## config.mk

```make
export PLATFORM = sky130hd
export DESIGN_NAME = dcm_ctrl
export DESIGN_NICKNAME = d
export VERILOG_FILES = /design/src/dcm_pkg.sv /design/src/dcm_ctrl.sv
export SDC_FILE = /design/constraint.sdc
export NUM_CORES = 1
export LEC_CHECK = 0
export ABC_AREA = 1
export BUFFER_PORTS_ARGS = -buffer_cell sky130_fd_sc_hd__buf_4
export CORE_AREA = 2 2 152 95
export DETAILED_ROUTE_END_ITERATION = 10
export DIE_AREA = 0 0 154 97
export PLACE_DENSITY = 0.79
export SLEW_MARGIN = 40
export SYNTH_ARGS = -nofsm -noshare
export SYNTH_HDL_FRONTEND = slang
export SYNTH_SLANG_ARGS = --single-unit
```

## constraint.sdc

```tcl
create_clock -name clk_i -period 1.9 [get_ports clk_i]
set_input_delay 0.095 -clock clk_i [delete_from_list [all_inputs] [get_ports clk_i]]
set_output_delay 0.095 -clock clk_i [all_outputs]
set_load 0.03 [all_outputs]
```

## src/dcm_pkg.sv

```systemverilog
`timescale 1ns / 1ps
`default_nettype none
package dcm_pkg;

  typedef struct packed {
    logic               cmd;
    logic               negative;
    logic [3:0]         opcode;
    logic [9:0]         operand_a;
    logic [9:0]         operand_b;
    logic [9:0]         operand_c;
    logic signed [31:0] word_value;
  } dcm_in_t;

  typedef struct packed {
    logic [9:0]         next_ip;
    logic               halted;
    logic               print_valid;
    logic signed [31:0] print_value;
    logic               card_taken;
    logic [1:0]         fault;
  } dcm_out_t;

  localparam logic [9:0] IpSpan = 10'd1000;

  localparam logic [1:0] FaultNone  = 2'd0;
  localparam logic [1:0] FaultDivZ  = 2'd1;
  localparam logic [1:0] FaultRange = 2'd2;

  localparam logic [3:0] OpMove  = 4'd0;
  localparam logic [3:0] OpAdd   = 4'd1;
  localparam logic [3:0] OpMul   = 4'd2;
  localparam logic [3:0] OpSq    = 4'd3;
  localparam logic [3:0] OpBeq   = 4'd4;
  localparam logic [3:0] OpBge   = 4'd5;
  localparam logic [3:0] OpIdx   = 4'd6;
  localparam logic [3:0] OpIncB  = 4'd7;
  localparam logic [3:0] OpCard  = 4'd8;
  localparam logic [3:0] OpHalt  = 4'd9;

  // Datapath commands
  typedef enum logic [3:0] {
    DP_NOP,
    DP_CLR,
    DP_RD_A,
    DP_RD_B,
    DP_RD_C,
    DP_RD_IDX,
    DP_MUL,
    DP_DIV_START,
    DP_DIV_STEP,
    DP_DIV_END,
    DP_WRITE,
    DP_SQR
  } dp_op_e;

  typedef enum logic [2:0] {
    SRC_ALU_ADD,
    SRC_ALU_SUB,
    SRC_MUL,
    SRC_DIV,
    SRC_A,
    SRC_INC,
    SRC_CARD,
    SRC_IDX
  } wsrc_e;

  typedef enum logic [1:0] {
    WA_C,
    WA_A,
    WA_IDX
  } waddr_e;

  typedef struct packed {
    dp_op_e op;
    wsrc_e  wsrc;
    waddr_e waddr;
    logic   idx_from_b;
  } dp_cmd_t;

  typedef struct packed {
    logic clr_done;
    logic div_done;
    logic b_zero;
    logic idx_ok;
    logic eq;
    logic lt;
    logic inc_lt;
  } dp_stat_t;

endpackage
`default_nettype wire

```

## src/dcm_ctrl.sv

```systemverilog
`timescale 1ns / 1ps
`default_nettype none
module dcm_ctrl
  import dcm_pkg::*;
(
  input  wire logic clk_i,
  input  wire logic rst_ni,
  input  wire logic in_valid_i,
  output logic in_stall_o,
  input  wire dcm_in_t in_word_i,
  output logic out_valid_o,
  input  wire logic out_stall_i,
  output dcm_out_t out_word_o,
  input  wire dp_stat_t stat_i,
  input  wire logic [31:0] print_i,
  output dp_cmd_t cmd_o,
  output dcm_in_t item_o
);

  typedef enum logic [3:0] {
    S_CLEAR, S_IDLE, S_RD_A, S_RD_B, S_RD_C, S_LATCH, S_EXEC,
    S_IDX_RD, S_IDX_WAIT, S_MUL, S_DIV, S_DIV_END, S_WR, S_INC_RD, S_DONE
  } state_e;

  state_e   state_q;
  dcm_in_t  item_q;
  dcm_out_t res_q;
  logic     out_v_q;
  logic [9:0] ip_q;
  logic       halt_q;
  wsrc_e      wsrc_q;
  waddr_e     wa_q;
  logic       ixb_q;

  logic [9:0] tgt, ip_inc;
  assign tgt    = (item_q.operand_c >= IpSpan) ? item_q.operand_c - IpSpan : item_q.operand_c;
  assign ip_inc = (ip_q == IpSpan - 10'd1) ? 10'd0 : ip_q + 10'd1;

  assign in_stall_o  = (state_q != S_IDLE) || out_v_q;
  assign out_valid_o = out_v_q;
  assign out_word_o  = res_q;
  assign item_o      = item_q;

  always_comb begin
    cmd_o.op         = DP_NOP;
    cmd_o.wsrc       = wsrc_q;
    cmd_o.waddr      = wa_q;
    cmd_o.idx_from_b = ixb_q;
    unique case (state_q)
      S_CLEAR:   cmd_o.op = DP_CLR;
      S_RD_A:    cmd_o.op = DP_RD_A;
      S_RD_B:    cmd_o.op = DP_RD_B;
      S_RD_C:    cmd_o.op = DP_RD_C;
      S_INC_RD:  cmd_o.op = DP_RD_B;
      S_IDX_RD:  cmd_o.op = DP_RD_IDX;
      S_MUL:     cmd_o.op = (item_q.opcode == OpSq) ? DP_SQR : DP_MUL;
      S_DIV:     cmd_o.op = DP_DIV_STEP;
      S_DIV_END: cmd_o.op = DP_DIV_END;
      S_WR:      cmd_o.op = DP_WRITE;
      S_EXEC:    cmd_o.op = (!item_q.negative && item_q.opcode == OpCard) ? DP_NOP :
                            (item_q.negative && item_q.opcode == OpMul) ? DP_DIV_START : DP_NOP;
      default:   cmd_o.op = DP_NOP;
    endcase
  end

  always_ff @(posedge clk_i or negedge rst_ni) begin
    if (!rst_ni) begin
      state_q <= S_CLEAR;
      out_v_q <= 1'b0;
      ip_q    <= '0;
      halt_q  <= 1'b0;
      wsrc_q  <= SRC_A;
      wa_q    <= WA_C;
      ixb_q   <= 1'b0;
      item_q  <= '0;
      res_q   <= '0;
    end else begin
      if (out_v_q && !out_stall_i) out_v_q <= 1'b0;
      unique case (state_q)
        S_CLEAR: if (stat_i.clr_done) state_q <= S_IDLE;
        S_IDLE: if (in_valid_i && !out_v_q) begin
          item_q            <= in_word_i;
          res_q             <= '0;
          res_q.next_ip     <= ip_q;
          res_q.halted      <= halt_q;
          if (!in_word_i.cmd) begin
            wsrc_q <= SRC_CARD; wa_q <= WA_C;
            state_q <= S_WR;
          end else if (halt_q) begin
            state_q <= S_DONE;
          end else begin
            state_q <= S_RD_A;
          end
        end
        S_RD_A: state_q <= S_RD_B;
        S_RD_B: state_q <= S_RD_C;
        S_RD_C: state_q <= S_LATCH;
        S_LATCH: begin
          ixb_q   <= item_q.negative;
          ip_q    <= ip_inc;
          state_q <= S_EXEC;
        end
        S_EXEC: begin
          res_q.next_ip <= ip_q;
          state_q <= S_DONE;
          if (!item_q.negative) begin
            unique case (item_q.opcode)
              OpMove: begin wsrc_q <= SRC_A; wa_q <= WA_C; state_q <= S_WR; end
              OpAdd:  begin wsrc_q <= SRC_ALU_ADD; wa_q <= WA_C; state_q <= S_WR; end
              OpMul:  begin wsrc_q <= SRC_MUL; wa_q <= WA_C; state_q <= S_MUL; end
              OpSq:   begin wsrc_q <= SRC_MUL; wa_q <= WA_C; state_q <= S_MUL; end
              OpBeq:  if (stat_i.eq) begin ip_q <= tgt; res_q.next_ip <= tgt; end
              OpBge:  if (!stat_i.lt) begin ip_q <= tgt; res_q.next_ip <= tgt; end
              OpIdx:  begin
                wsrc_q <= SRC_IDX; wa_q <= WA_C;
                if (stat_i.idx_ok) state_q <= S_IDX_RD;
                else res_q.fault <= FaultRange;
              end
              OpIncB: begin
                wsrc_q <= SRC_INC; wa_q <= WA_A; state_q <= S_WR;
                if (stat_i.inc_lt) begin ip_q <= tgt; res_q.next_ip <= tgt; end
              end
              OpCard: begin
                wsrc_q <= SRC_CARD; wa_q <= WA_C; state_q <= S_WR;
                res_q.card_taken <= 1'b1;
              end
              OpHalt: begin halt_q <= 1'b1; res_q.halted <= 1'b1; end
              default: ;
            endcase
          end else begin
            unique case (item_q.opcode)
              OpAdd: begin wsrc_q <= SRC_ALU_SUB; wa_q <= WA_C; state_q <= S_WR; end
              OpMul: begin
                wsrc_q <= SRC_DIV; wa_q <= WA_C;
                if (stat_i.b_zero) res_q.fault <= FaultDivZ;
                else state_q <= S_DIV;
              end
              OpBeq: if (!stat_i.eq) begin ip_q <= tgt; res_q.next_ip <= tgt; end
              OpBge: if (stat_i.lt) begin ip_q <= tgt; res_q.next_ip <= tgt; end
              OpIdx: begin
                wsrc_q <= SRC_A; wa_q <= WA_IDX;
                if (stat_i.idx_ok) state_q <= S_WR;
                else res_q.fault <= FaultRange;
              end
              OpCard: begin
                res_q.print_valid <= 1'b1;
                res_q.print_value <= print_i;
              end
              default: ;
            endcase
          end
        end
        S_MUL: state_q <= S_WR;
        S_DIV: if (stat_i.div_done) state_q <= S_DIV_END;
        S_DIV_END: state_q <= S_WR;
        S_IDX_RD: state_q <= S_IDX_WAIT;
        S_IDX_WAIT: state_q <= S_WR;
        S_WR: begin
          if (item_q.cmd && !item_q.negative && item_q.opcode == OpIncB) begin
            wsrc_q <= SRC_A;
            state_q <= S_INC_RD;
          end else begin
            state_q <= S_DONE;
          end
        end
        S_INC_RD: state_q <= S_DONE;
        S_DONE: begin
          out_v_q <= 1'b1;
          state_q <= S_IDLE;
        end
        default: state_q <= S_IDLE;
      endcase
    end
  end

endmodule
`default_nettype wire

```

After elaboration in Yosys (flattened, before gate mapping):

Index checks and enable logic that the tools add are counted.

* mux-type cells: 56
* bitwise gates (word level): 1
* eq/ne operators: 41
* $lt $le $gt $ge: 1
* reduce and logical (&&, ||, !) cells: 32
* add/sub/neg operators: 2

Operator list (count)
* $pmux W47 S2: 1
* $mux W10: 8
* $mux W33: 2
* $pmux W4 S12: 1
* $mux W47: 1
* $pmux W10 S2: 2
* $pmux W4 S10: 1
* $eq A4 B4 Y1 const B: 9
* $eq A4 B3 Y1 const B: 8
* $mux W4: 8
* $pmux W10 S3: 1
* $pmux W3 S3: 3
* $mux W3: 7
* $mux W2: 9
* $pmux W3 S6: 1
* $eq A4 B2 Y1 const B: 4
* $ne A2 B2 Y1 const B: 8
* $pmux W2 S2: 4
* $ne A4 B4 Y1 const B: 3
* $pmux W4 S3: 1
* $reduce_and A4 Y1: 3
* $add A10 B1 Y10 const B: 1
* $eq A10 B10 Y1 const B: 1
* $ge A10 B10 Y1 const B: 1
* 23 further kinds: 45

* flip-flop bits (word level): 137

Depth between registers and ports, before layout:

Gate-level depths: netlist of the first run.

* depth in word-level cells: 6
* mapped depth: 12
* gate-level depth less buffers: 12

Worst setup path before layout of the first run:

OpenSTA, ideal clock, no wires.

* path kind: flip-flop to output port
* start point: register item_q, in the netlist item_o[65]
* end point: output cmd_o[8] (netlist name)
* path slack: -0.218 ns
* cell stages (with the launch flop): 5
* arrival: 2.023 ns
* cells stage by stage: dfrtp_1 nor2_1 inv_1 nor2_1 o311ai_0

RTL lines
* from (decl): RTL line dcm_ctrl.sv:26 `dcm_in_t item_q;`
* from (signal assigned): RTL line dcm_ctrl.sv:82 `item_q <= in_word_i;`
* to (decl): RTL line dcm_ctrl.sv:16 `output dp_cmd_t cmd_o,`

==> metrics.cfg, run 1 <==
[outcome]
run_status=finished clean

[finish]
final_cells=1402
areaGrowthSynthToFinish_pct=58.7
design.final.nets=1327
drive_gt1_frac=0.295
antennaDiodeCount=0

[yosys]
mappedNetlistNets=965
postSynthCellCount=852
synthArstFlopShare=1.00
yosys-top-cells-area=sky130_fd_sc_hd__dfrtp_1 (51%), sky130_fd_sc_hd__nand2_1 (18%), sky130_fd_sc_hd__nand3_1 (7.7%), sky130_fd_sc_hd__inv_1 (4.1%), sky130_fd_sc_hd__nor2_1 (2.8%)
synth_seq_area_share=0.517
syn_area_per_cell_um2=7.79
ys_dominant_reg_cell=sky130_fd_sc_hd__dfrtp_1
syn_area_um2=6640
number_of_synthesized_flops_with_an_enable_pin=0
netlist.top_cell.by_area=sky130_fd_sc_hd__dfrtp_1
synth.ff_latch_count=137
synth.top_cell.area_share=0.513
synth-warning-count=0
synth_cell_types=40

[global_route]
via_count_of_the_first_global_routing_pass=7426
grt_first_pass_wirelength_um=39900
total_routing_usage_gr=0.342
grt_start_max_net_pins=53
globalRoute.totalOverflow=0
grt_antenna_before_repair=0

[clock_tree]
clk_latency_ps=420
clk_root_buffer_cell=sky130_fd_sc_hd__clkbuf_16
clock_tree_from_tritoncts=built
cts.htree.levels=4
ctsLongestPathBuffers=2
cts-buffers-inserted=17
clkSlewWorstSetupHoldPaths_ps=60
cts_num_sinks=137

[min_path]
worstHoldEndpoint=out_word_o[1]
timing.hold.worst_path_depth=4
hp-start=stat_i[3]
timing.hold.worst.class=in2reg

[timing]
worst_slew_margin_rel=0.647
final.min_clock_period_ps=1880
setup_slack_ps=18.6
maxSlewViolCount=0
tightestPinTransition_ps=530
holdWs_ps=29.8
final_total_negative_setup_slack_ps=0
finClkSkew_ps=13.6
final-setup-viol-count=0
max_freq_ghz=0.532
grt_setup_unrepaired=yes
layout_worst_path_cycle_share=0.990
hold_violations=0

[route]
detail_route.iter0.violations=577
drtPass1Iterations=5
drt_drc_violations_left=0
detailroute.via_count=7569
average_wire_per_cell_in_the_routed_design_um=18.4
detail_route.vias_per_cell=5.40
ant_nets=0
wl_um=25800

[die]
die_area_um2=14900
die_h_um=97
std_cell_rows=33
die-width_um=154
initial_utilization=0.494
core_area_um2=13400
top_level_ports=238

[placement]
routabilityCongestion=0.883
io_buffer_count=237
detailedPlacementHpwl_um=16200
preCtsSetupSlack_ps=110
dp_cells=1253

[power_and_ir_drop]
total_power_mw=17.8
vdd_ir_drop_max_mv=1.07
power.density_nw_per_um2=1690
leakagePower_nw=5.65

[critical_path]
worst_r2r_endpoint=item_o[60]
path_class=reg2out
timing.rr.start=state_q[2]
worst_ep_required_time_ps=1800
timing.critical_path.arrival_ps=1790
reg2regPathDepth=10
end_kind=output pin
setup.worst_path.start_class=register
cp_max_fo=3
r2r_setup_slack_ps=70

[job]
cap_viol_max_count=0

per-layer routing:
| metal | part of all wire | GRT usage | routed length (µm) | up-vias |
|---|---|---|---|---|
| li1 | - | - | - | 3438 |
| met1 | 0.42 | 0.463 | 10700 | 3559 |
| met2 | 0.46 | 0.542 | 11900 | 488 |
| met3 | 0.089 | 0.0789 | 2310 | 84 |
| met4 | 0.035 | 0.122 | 897 | 0 |
| met5 | 0 | 0 | 0 | - |
synthesized netlist by cell type, drive strengths merged (4+ instances only):
cell type,count
nand4,10
or2,7
a21oi,7
inv,76
o21ai,56
buf,34
a31oi,4
nor2,58
nand2,332
nand3,103
dfrtp,136
xor2,4
cell usage in the layout, fill, tap and decap left out, drive strengths merged, types with 3 or more instances in the layout:
| cell | instances |
|---|---|
| a21oi | 7 |
| a31oi | 4 |
| buf | 279 |
| clkbuf | 18 |
| clkinvlp | 5 |
| dfrtp | 136 |
| dlygate4sd3 | 101 |
| inv | 81 |
| nand2 | 332 |
| nand3 | 103 |
| nand4 | 10 |
| nor2 | 58 |
| nor4 | 3 |
| o211ai | 3 |
| o21ai | 56 |
| or2 | 7 |
| xor2 | 4 |
worst max-delay path, stage by stage, from the launching register on:
cell and delay [ps]:
sky130_fd_sc_hd__dfrtp_2 430, sky130_fd_sc_hd__nor2_4 160, sky130_fd_sc_hd__nand3_2 100, sky130_fd_sc_hd__nor2_1 90
sky130_fd_sc_hd__inv_1 70, sky130_fd_sc_hd__nor2_2 160, sky130_fd_sc_hd__nor2_1 70, sky130_fd_sc_hd__o311ai_1 80
sky130_fd_sc_hd__buf_4 210
power by group:
group          internal (mW)  leakage [nW]  total, mW  switching (mW)
Clock                   1.97         0.274       3.41            1.44
Sequential              4.14          1.73       5.18            1.04
Combinational           3.29          3.64       9.20            5.92
state kept, by name (all words and copies together), names as in the netlist:
name	count
item_o	68
out_word_o	47
ip_q	10
state_q	4
wsrc_q	3
wa_q	2
halt_q	1
ixb_q	1
out_valid_o	1
through the flow:
| step | instance area, µm² | util |
|---|---|---|
| 3_5_place_dp | 8680 | 0.647 |
| 4_1_cts | 10400 | 0.772 |
| 5_1_grt | 10500 | 0.785 |
| 3_3_place_gp | 8680 | 0.647 |
| 6_report | 10500 | 0.785 |
| 2_1_floorplan | 6640 | - |
layout make-up:
cell class / count / area [µm²]
fillers: 851 / 2890
multi-input cells: 602 / 2810
clock buffers: 18 / 429
well taps: 175 / 219
repair buffers: 380 / 3190
clock inverters: 14 / 164
inverters: 76 / 285
flip-flops and latches: 137 / 3430
logic make-up (layout without fill, tap and decap cells):
family	Yosys count	count (layout)	synth area share
and+or+nand+nor	518	518	0.335
xor gates and xnor gates	4	4	0.00528
buffers and inverters	113	488	0.0739
AOI/OAI and AO/OA	78	78	0.0647
DFF	137	137	0.517
adders and majority gates	2	2	0.00377
worst max path at each step:
stage / endpoint / from
final: cmd_o[8] / item_o[64]
after global routing: cmd_o[8] / item_o[64]
after CTS: cmd_o[7] / item_o[65]
after detailed placement: wa_q[0] / state_q[2]
after global placement: wsrc_q[1] / state_q[0]
after floorplan: cmd_o[8] / item_o[65]
what timing repair did:
action                                  in CTS  in global routing
resized for setup                           12                 23
pin swaps                                    2                  9
endpoints found under the setup margin       5                 59
buffers inserted                             5                 11
hold buffers                               101                  0
endpoints found under the hold margin      149                  0
(Power assumes the default switching activity.)
==> run 2: changes to the inputs <==
BUFFER_PORTS_ARGS = -buffer_cell sky130_fd_sc_hd__clkbuf_2   (was -buffer_cell sky130_fd_sc_hd__buf_4)
==> metrics.cfg, run 2 (synthesis gave the netlist of run 1 again) <==
[outcome]
run_status=finished clean

[die]
core_area_um2=13400  ; unchanged
die_h_um=97  ; unchanged
die-width_um=154  ; unchanged
die_area_um2=14900  ; unchanged
initial_utilization=0.494  ; unchanged
std_cell_rows=33  ; unchanged
top_level_ports=238  ; unchanged

[timing]
grt_setup_unrepaired=yes
setup_slack_ps=17.1  ; -1.53 ps
final-setup-viol-count=0  ; unchanged
final_total_negative_setup_slack_ps=0  ; unchanged
hold_violations=0  ; unchanged
holdWs_ps=45.0  ; +15.2 ps
maxSlewViolCount=0  ; unchanged
max_freq_ghz=0.531  ; about the same
tightestPinTransition_ps=479  ; -50.8 ps
worst_slew_margin_rel=0.681  ; +0.0339
final.min_clock_period_ps=1880  ; +1.53 ps
finClkSkew_ps=13.9  ; +0.275 ps
layout_worst_path_cycle_share=0.991  ; about the same

[route]
detailroute.via_count=7481  ; -1.2%
drtPass1Iterations=5  ; unchanged
wl_met1_um=9950  ; -7.1%
ant_nets=0  ; unchanged
detail_route.iter0.violations=644  ; +12%
average_wire_per_cell_in_the_routed_design_um=17.3  ; -5.7%
route.top_layer_used=met4
detail_route.vias_per_cell=5.32  ; -1.4%
wl_um=24400  ; -5.5%
wl_met2_um=11300  ; -4.7%
detailroute.wirelength.met3_um=2530  ; +9.8%
drt_drc_violations_left=0  ; unchanged

[placement]
detailedPlacementHpwl_um=15300  ; -5.8%
routabilityCongestion=0.956  ; +8.3%
preCtsSetupSlack_ps=92.3  ; -17.3 ps
io_buffer_count=237  ; unchanged
dp_cells=1250  ; -0.24%

[power_and_ir_drop]
power.density_nw_per_um2=1680  ; -0.25%
vdd_ir_drop_max_mv=1.10  ; +2.5%
leakagePower_nw=5.48  ; -3.0%

[global_route]
grt_antenna_before_repair=0  ; unchanged
globalRoute.totalOverflow=0  ; unchanged
grt_start_max_net_pins=85  ; +60%
total_routing_usage_gr=0.324  ; -0.0175
via_count_of_the_first_global_routing_pass=7432  ; +0.081%
grt_first_pass_wirelength_um=38500  ; -3.6%

[finish]
drive_gt1_frac=0.299  ; +0.00440
layout.cells.most_common=sky130_fd_sc_hd__nand2_1
final_cells=1405  ; +0.21%
final_cell_mix=sky130_fd_sc_hd__nand2_1 (320), sky130_fd_sc_hd__clkbuf_2 (231), sky130_fd_sc_hd__dfrtp_1 (132), sky130_fd_sc_hd__dlygate4sd3_1 (101), sky130_fd_sc_hd__nand3_1 (96)
design.final.nets=1329  ; +0.15%
final_core_utilization=0.740  ; -0.0446
count_of_filler_cells_inserted_in_the_layout=977  ; +15%
largest_register_ff_count=68  ; unchanged
areaGrowthSynthToFinish_pct=49.7

[clock_tree]
clk_root_buffer_cell=sky130_fd_sc_hd__clkbuf_16
cts.htree.levels=4  ; unchanged
cts_num_sinks=137  ; unchanged
ctsLongestPathBuffers=2  ; unchanged
clkSlewWorstSetupHoldPaths_ps=70  ; about the same
clk_latency_ps=410  ; about the same
cts-buffers-inserted=17  ; unchanged
clock_tree_from_tritoncts=built

[critical_path]
timing.critical_path.arrival_ps=1790  ; about the same
path_class=reg2out
reg2regPathDepth=9  ; -1
worst_ep_required_time_ps=1800  ; about the same
setup.worst_path.start_class=register
cp_max_fo=4  ; +1
end_kind=output pin

[job]
cap_viol_max_count=0  ; unchanged

[min_path]
timing.hold.worst.class=in2reg
timing.hold.worst_path_depth=4  ; unchanged

run 2: cell types whose count changed in the layout (fill, tap and decap cells not counted), sizes merged:
| cell | previous run | this run |
|---|---|---|
| diode | 0 | 1 |
| bufinv | 2 | 0 |
| inv | 81 | 82 |
| buf | 279 | 49 |
| clkbuf | 18 | 249 |
| clkinv | 2 | 4 |
run 2: what timing repair did:
action,4_1_cts,5_1_grt
resized for setup,12,33
pin swaps,2,7
setup buffers,4,17
endpoints found under the setup margin,5,69
endpoints found under the hold margin,142,0
hold buffers,101,0
run 2: critical path, stage by stage, from the launching register on:
cell                       delay, ps
sky130_fd_sc_hd__dfrtp_2         450
sky130_fd_sc_hd__nor2_4          130
sky130_fd_sc_hd__nand3_2          70
sky130_fd_sc_hd__nor2_1          120
sky130_fd_sc_hd__inv_1            80
sky130_fd_sc_hd__nor2_2          160
sky130_fd_sc_hd__nor2_1           70
sky130_fd_sc_hd__o311ai_2         80
sky130_fd_sc_hd__buf_4           220
run 2: where the power goes:
part | total [mW] | internal [mW] | switching, mW
clock network | 3.17 | 1.72 | 1.45
logic | 8.41 | 2.64 | 5.77
registers | 5.16 | 4.14 | 1.02
run 2: cell type report:
cell class | instances | area (µm²) | share of cell area
Sequential cell | 137 | 3430 | 0.346
Multi-Input combinational cell | 602 | 2820 | 0.284
Timing Repair Buffer | 382 | 2610 | 0.262
Clock buffer | 17 | 425 | 0.0428
Inverter | 76 | 290 | 0.0292
Tap cell | 175 | 219 | 0.0220
Clock inverter | 15 | 133 | 0.0134
Antenna cell | 1 | 2.50 | 0.000252
run 2: final timing paths:
check                           start             end  slack (ps)
min                         stat_i[5]      state_q[3]          40
max reg2reg                item_o[63]         ip_q[7]          60
max                        item_o[64]        cmd_o[8]          20
min reg2reg                 wsrc_q[2]       wsrc_q[2]         480
min in group asynchronous      rst_ni  out_word_o[45]         180
max in group asynchronous      rst_ni      state_q[0]        1060
run 2: layer usage:
layer / GRT usage / vias to the layer above
met2: 0.512 / 443
met1: 0.445 / 3526
met5: 0 / -
met3: 0.0748 / 60
met4: 0.104 / 0
li1: - / 3452
run 2: metrics by stage:
step	instance area (µm²)	power, mW
6_report	9930	16.7
5_1_grt	9930	17.7
4_1_cts	9700	16.1
3_5_place_dp	8070	12.7
3_3_place_gp	8070	12.5
2_1_floorplan	6640	10.2
==> run 3: changes to the inputs <==
ABC_AREA = unset   (was 1)
CORE_AREA = 2 2 151 94   (was 2 2 152 95)
DIE_AREA = 0 0 153 96   (was 0 0 154 97)
==> metrics.cfg, run 3 <==
[timing]
holdWs_ps=38.3  ; -6.67 ps
max_freq_ghz=0.469  ; -12%
grt_setup_unrepaired=yes
final_total_negative_setup_slack_ps=-2060  ; -2060 ps
final.min_clock_period_ps=2130  ; +247 ps
layout_worst_path_cycle_share=1.12  ; +0.130
maxSlewViolCount=0  ; unchanged
worst_slew_margin_rel=0.572  ; -0.108
finClkSkew_ps=17.7  ; +3.79 ps
setup_slack_ps=-230  ; -247 ps
hold_violations=0  ; unchanged
final-setup-viol-count=25  ; +25
tightestPinTransition_ps=636  ; +157 ps

[finish]
design.final.nets=1233  ; -7.2%
largest_register_ff_count=68  ; unchanged
final_cell_mix=sky130_fd_sc_hd__nand2_1 (282), sky130_fd_sc_hd__clkbuf_2 (234), sky130_fd_sc_hd__dfrtp_1 (133), sky130_fd_sc_hd__dlygate4sd3_1 (103), sky130_fd_sc_hd__o21ai_0 (56)
layout.cells.most_common=sky130_fd_sc_hd__nand2_1
final_core_utilization=0.762  ; +0.0214
drive_gt1_frac=0.345  ; +0.0460
areaGrowthSynthToFinish_pct=55.8
final_cells=1308  ; -6.9%

[route]
wl_met2_um=11100  ; -2.0%
wl_um=23900  ; -1.7%
drt_drc_violations_left=0  ; unchanged
wl_met1_um=9840  ; -1.1%
detail_route.iter0.violations=755  ; +17%
detailroute.wirelength.met3_um=2650  ; +4.7%
drtPass1Iterations=6  ; +1
detail_route.vias_per_cell=5.49  ; +3.2%
average_wire_per_cell_in_the_routed_design_um=18.3  ; +5.5%
ant_nets=0  ; unchanged
route.top_layer_used=met4
detailroute.via_count=7185  ; -4.0%

[yosys]
synth.top_cell.area_share=0.522  ; +0.00906
yosys.area_share.xor_xnor=0.00269  ; -0.00259
yosys-top-cells-area=sky130_fd_sc_hd__dfrtp_1 (52%), sky130_fd_sc_hd__nand2_1 (16%), sky130_fd_sc_hd__o21ai_0 (4.5%), sky130_fd_sc_hd__o221a_2 (1.7%), sky130_fd_sc_hd__clkbuf_1 (1.6%)
synth_cell_types=72  ; +80%
syn_area_per_cell_um2=8.81  ; +13%
yosys.area_share.simple=0.257  ; -0.0783
synthMuxAreaShare=0.0117  ; +0.0117
post_synth_fa_ha_maj_area_fraction=0.00384  ; +0.0000666
synth-compound-area-share=0.158  ; +0.0929
mappedNetlistNets=853  ; -12%
synthArstFlopShare=1.00  ; unchanged
yosys-top-cells-count=sky130_fd_sc_hd__nand2_1 (283), sky130_fd_sc_hd__dfrtp_1 (136), sky130_fd_sc_hd__o21ai_0 (59), sky130_fd_sc_hd__clkbuf_1 (28), sky130_fd_sc_hd__nor2_1 (23)
postSynthCellCount=740  ; -13%
synth_seq_area_share=0.526  ; +0.00913
yosysMostFrequentCell=sky130_fd_sc_hd__nand2_1
ys_dominant_reg_cell=sky130_fd_sc_hd__dfrtp_1
syn_area_um2=6520  ; -1.7%
number_of_synthesized_flops_with_an_enable_pin=0  ; unchanged
synth_top_family_by_area=simple AND/OR/NAND/NOR gates
synth-warning-count=0  ; unchanged
synth.ff_latch_count=137  ; unchanged
netlist.top_cell.by_area=sky130_fd_sc_hd__dfrtp_1

[clock_tree]
clkSlewWorstSetupHoldPaths_ps=60  ; about the same
cts-buffers-inserted=17  ; unchanged
cts.htree.levels=4  ; unchanged
clock_tree_from_tritoncts=built
clk_root_buffer_cell=sky130_fd_sc_hd__clkbuf_16
clk_latency_ps=410  ; about the same
ctsLongestPathBuffers=2  ; unchanged
cts_num_sinks=137  ; unchanged

[critical_path]
end_kind=output pin
worst_r2r_endpoint=wsrc_q[1]
reg2regPathDepth=6  ; -3
crit_path_start=item_o[62]
timing.rr.start=item_o[65]
timing.critical_path.arrival_ps=2030  ; +240 ps
worst_ep_required_time_ps=1800  ; about the same
cp_max_fo=12  ; +8
r2r_setup_slack_ps=-180  ; -240 ps
setup.worst_path.start_class=register
path_class=reg2out
crit_path_end=cmd_o[6]

[global_route]
grt_antenna_before_repair=0  ; unchanged
via_count_of_the_first_global_routing_pass=6997  ; -5.9%
grt_start_max_net_pins=66  ; -22%
total_routing_usage_gr=0.317  ; -0.00759
grt_first_pass_wirelength_um=36200  ; -5.8%
globalRoute.totalOverflow=0  ; unchanged

[placement]
io_buffer_count=237  ; unchanged
routabilityCongestion=0.963  ; +0.76%
dp_cells=1164  ; -6.9%
preCtsSetupSlack_ps=-136  ; -228 ps
detailedPlacementHpwl_um=14800  ; -3.5%

[die]
die-width_um=153  ; -0.65%
core_area_um2=13300  ; -0.62%
initial_utilization=0.489  ; -0.00557
top_level_ports=238  ; unchanged
std_cell_rows=33  ; unchanged
die_area_um2=14700  ; -1.7%
die_h_um=96  ; -1.0%

[power_and_ir_drop]
vdd_ir_drop_max_mv=0.900  ; -18%
leakagePower_nw=5.08  ; -7.4%
power.density_nw_per_um2=1500  ; -11%

[job]
cap_viol_max_count=0  ; unchanged

[outcome]
violations=setup timing
run_status=finished, violations left

[min_path]
timing.hold.worst.class=in2reg

## run 3: cell types whose count changed in the layout (fill, tap and decap cells not counted), sizes merged, moves of 10 or more
cell,delta
or3,+14
nor2,-35
inv,-68
o221a,+10
nand2,-48
nand3,-100
buf,+21
nand2b,+14
a21oi,+12
## run 3: through the flow
step	total power, mW	area, µm²
finish	15.3	10200
floorplan	8.94	6540
CTS	14.8	9940
global route	16.1	10200
detailed placement	11.4	8270
global placement	11.3	8270
## run 3: how the worst min path moves through the flow
stage          depth (start not counted)             to      start  slack [ps]
2_1_floorplan                          0         halt_q     rst_ni        -200
3_3_place_gp                           1    out_valid_o     rst_ni          90
3_5_place_dp                           1          ixb_q     rst_ni         100
4_1_cts                                3  out_word_o[0]  stat_i[3]          20
5_1_grt                                3  out_word_o[0]  stat_i[3]          60
6_report                               3  out_word_o[0]  stat_i[3]          40
## run 3: area by class of cell
cell class	instances	area [µm²]
inverters	11	41.3
fillers	907	3180
clock buffers	18	429
flip-flops and latches	137	3430
diodes	1	2.50
well taps	175	219
clock inverters	13	97.6
multi-input cells	543	3030
repair buffers	410	2900
## run 3: kinds of logic (layout without fill, tap and decap cells)
group           count (synthesis)  count (layout)
mux                             7               7
flops                         137             137
compound gates                148             149
buf+inv                        61             452
xor+xnor                        2               2
simple gates                  383             383
other cells                     0               1
fa+ha+maj                       2               2
## run 3: layer usage
layer / track usage / vias up
met5: 0 / -
met4: 0.0748 / 0
met2: 0.506 / 446
met3: 0.0937 / 44
li1: - / 3283
met1: 0.433 / 3412
## run 3: power breakdown
part / total, mW / switching [mW] / internal (mW)
registers: 4.61 / 0.736 / 3.87
clock network: 2.99 / 1.32 / 1.67
logic: 7.65 / 4.95 / 2.70
total: 15.3 / 7.00 / 8.25
## run 3: critical path, stage by stage (launching register included)
cell and delay [ps]:
sky130_fd_sc_hd__dfrtp_2 420, sky130_fd_sc_hd__buf_6 160, sky130_fd_sc_hd__nand2b_4 150, sky130_fd_sc_hd__or3_4 340, sky130_fd_sc_hd__o22ai_2 170, sky130_fd_sc_hd__nand2_1 90
sky130_fd_sc_hd__o311ai_2 90, sky130_fd_sc_hd__buf_4 220
## run 3: repair_timing
item / CTS / global route
buffers inserted: 3 / 2
endpoints found under the setup margin: 7 / 76
gates cloned: 0 / 4
resized for setup: 17 / 25
pin swaps: 6 / 9
hold buffers: 103 / 0
endpoints found under the hold margin: 150 / 0
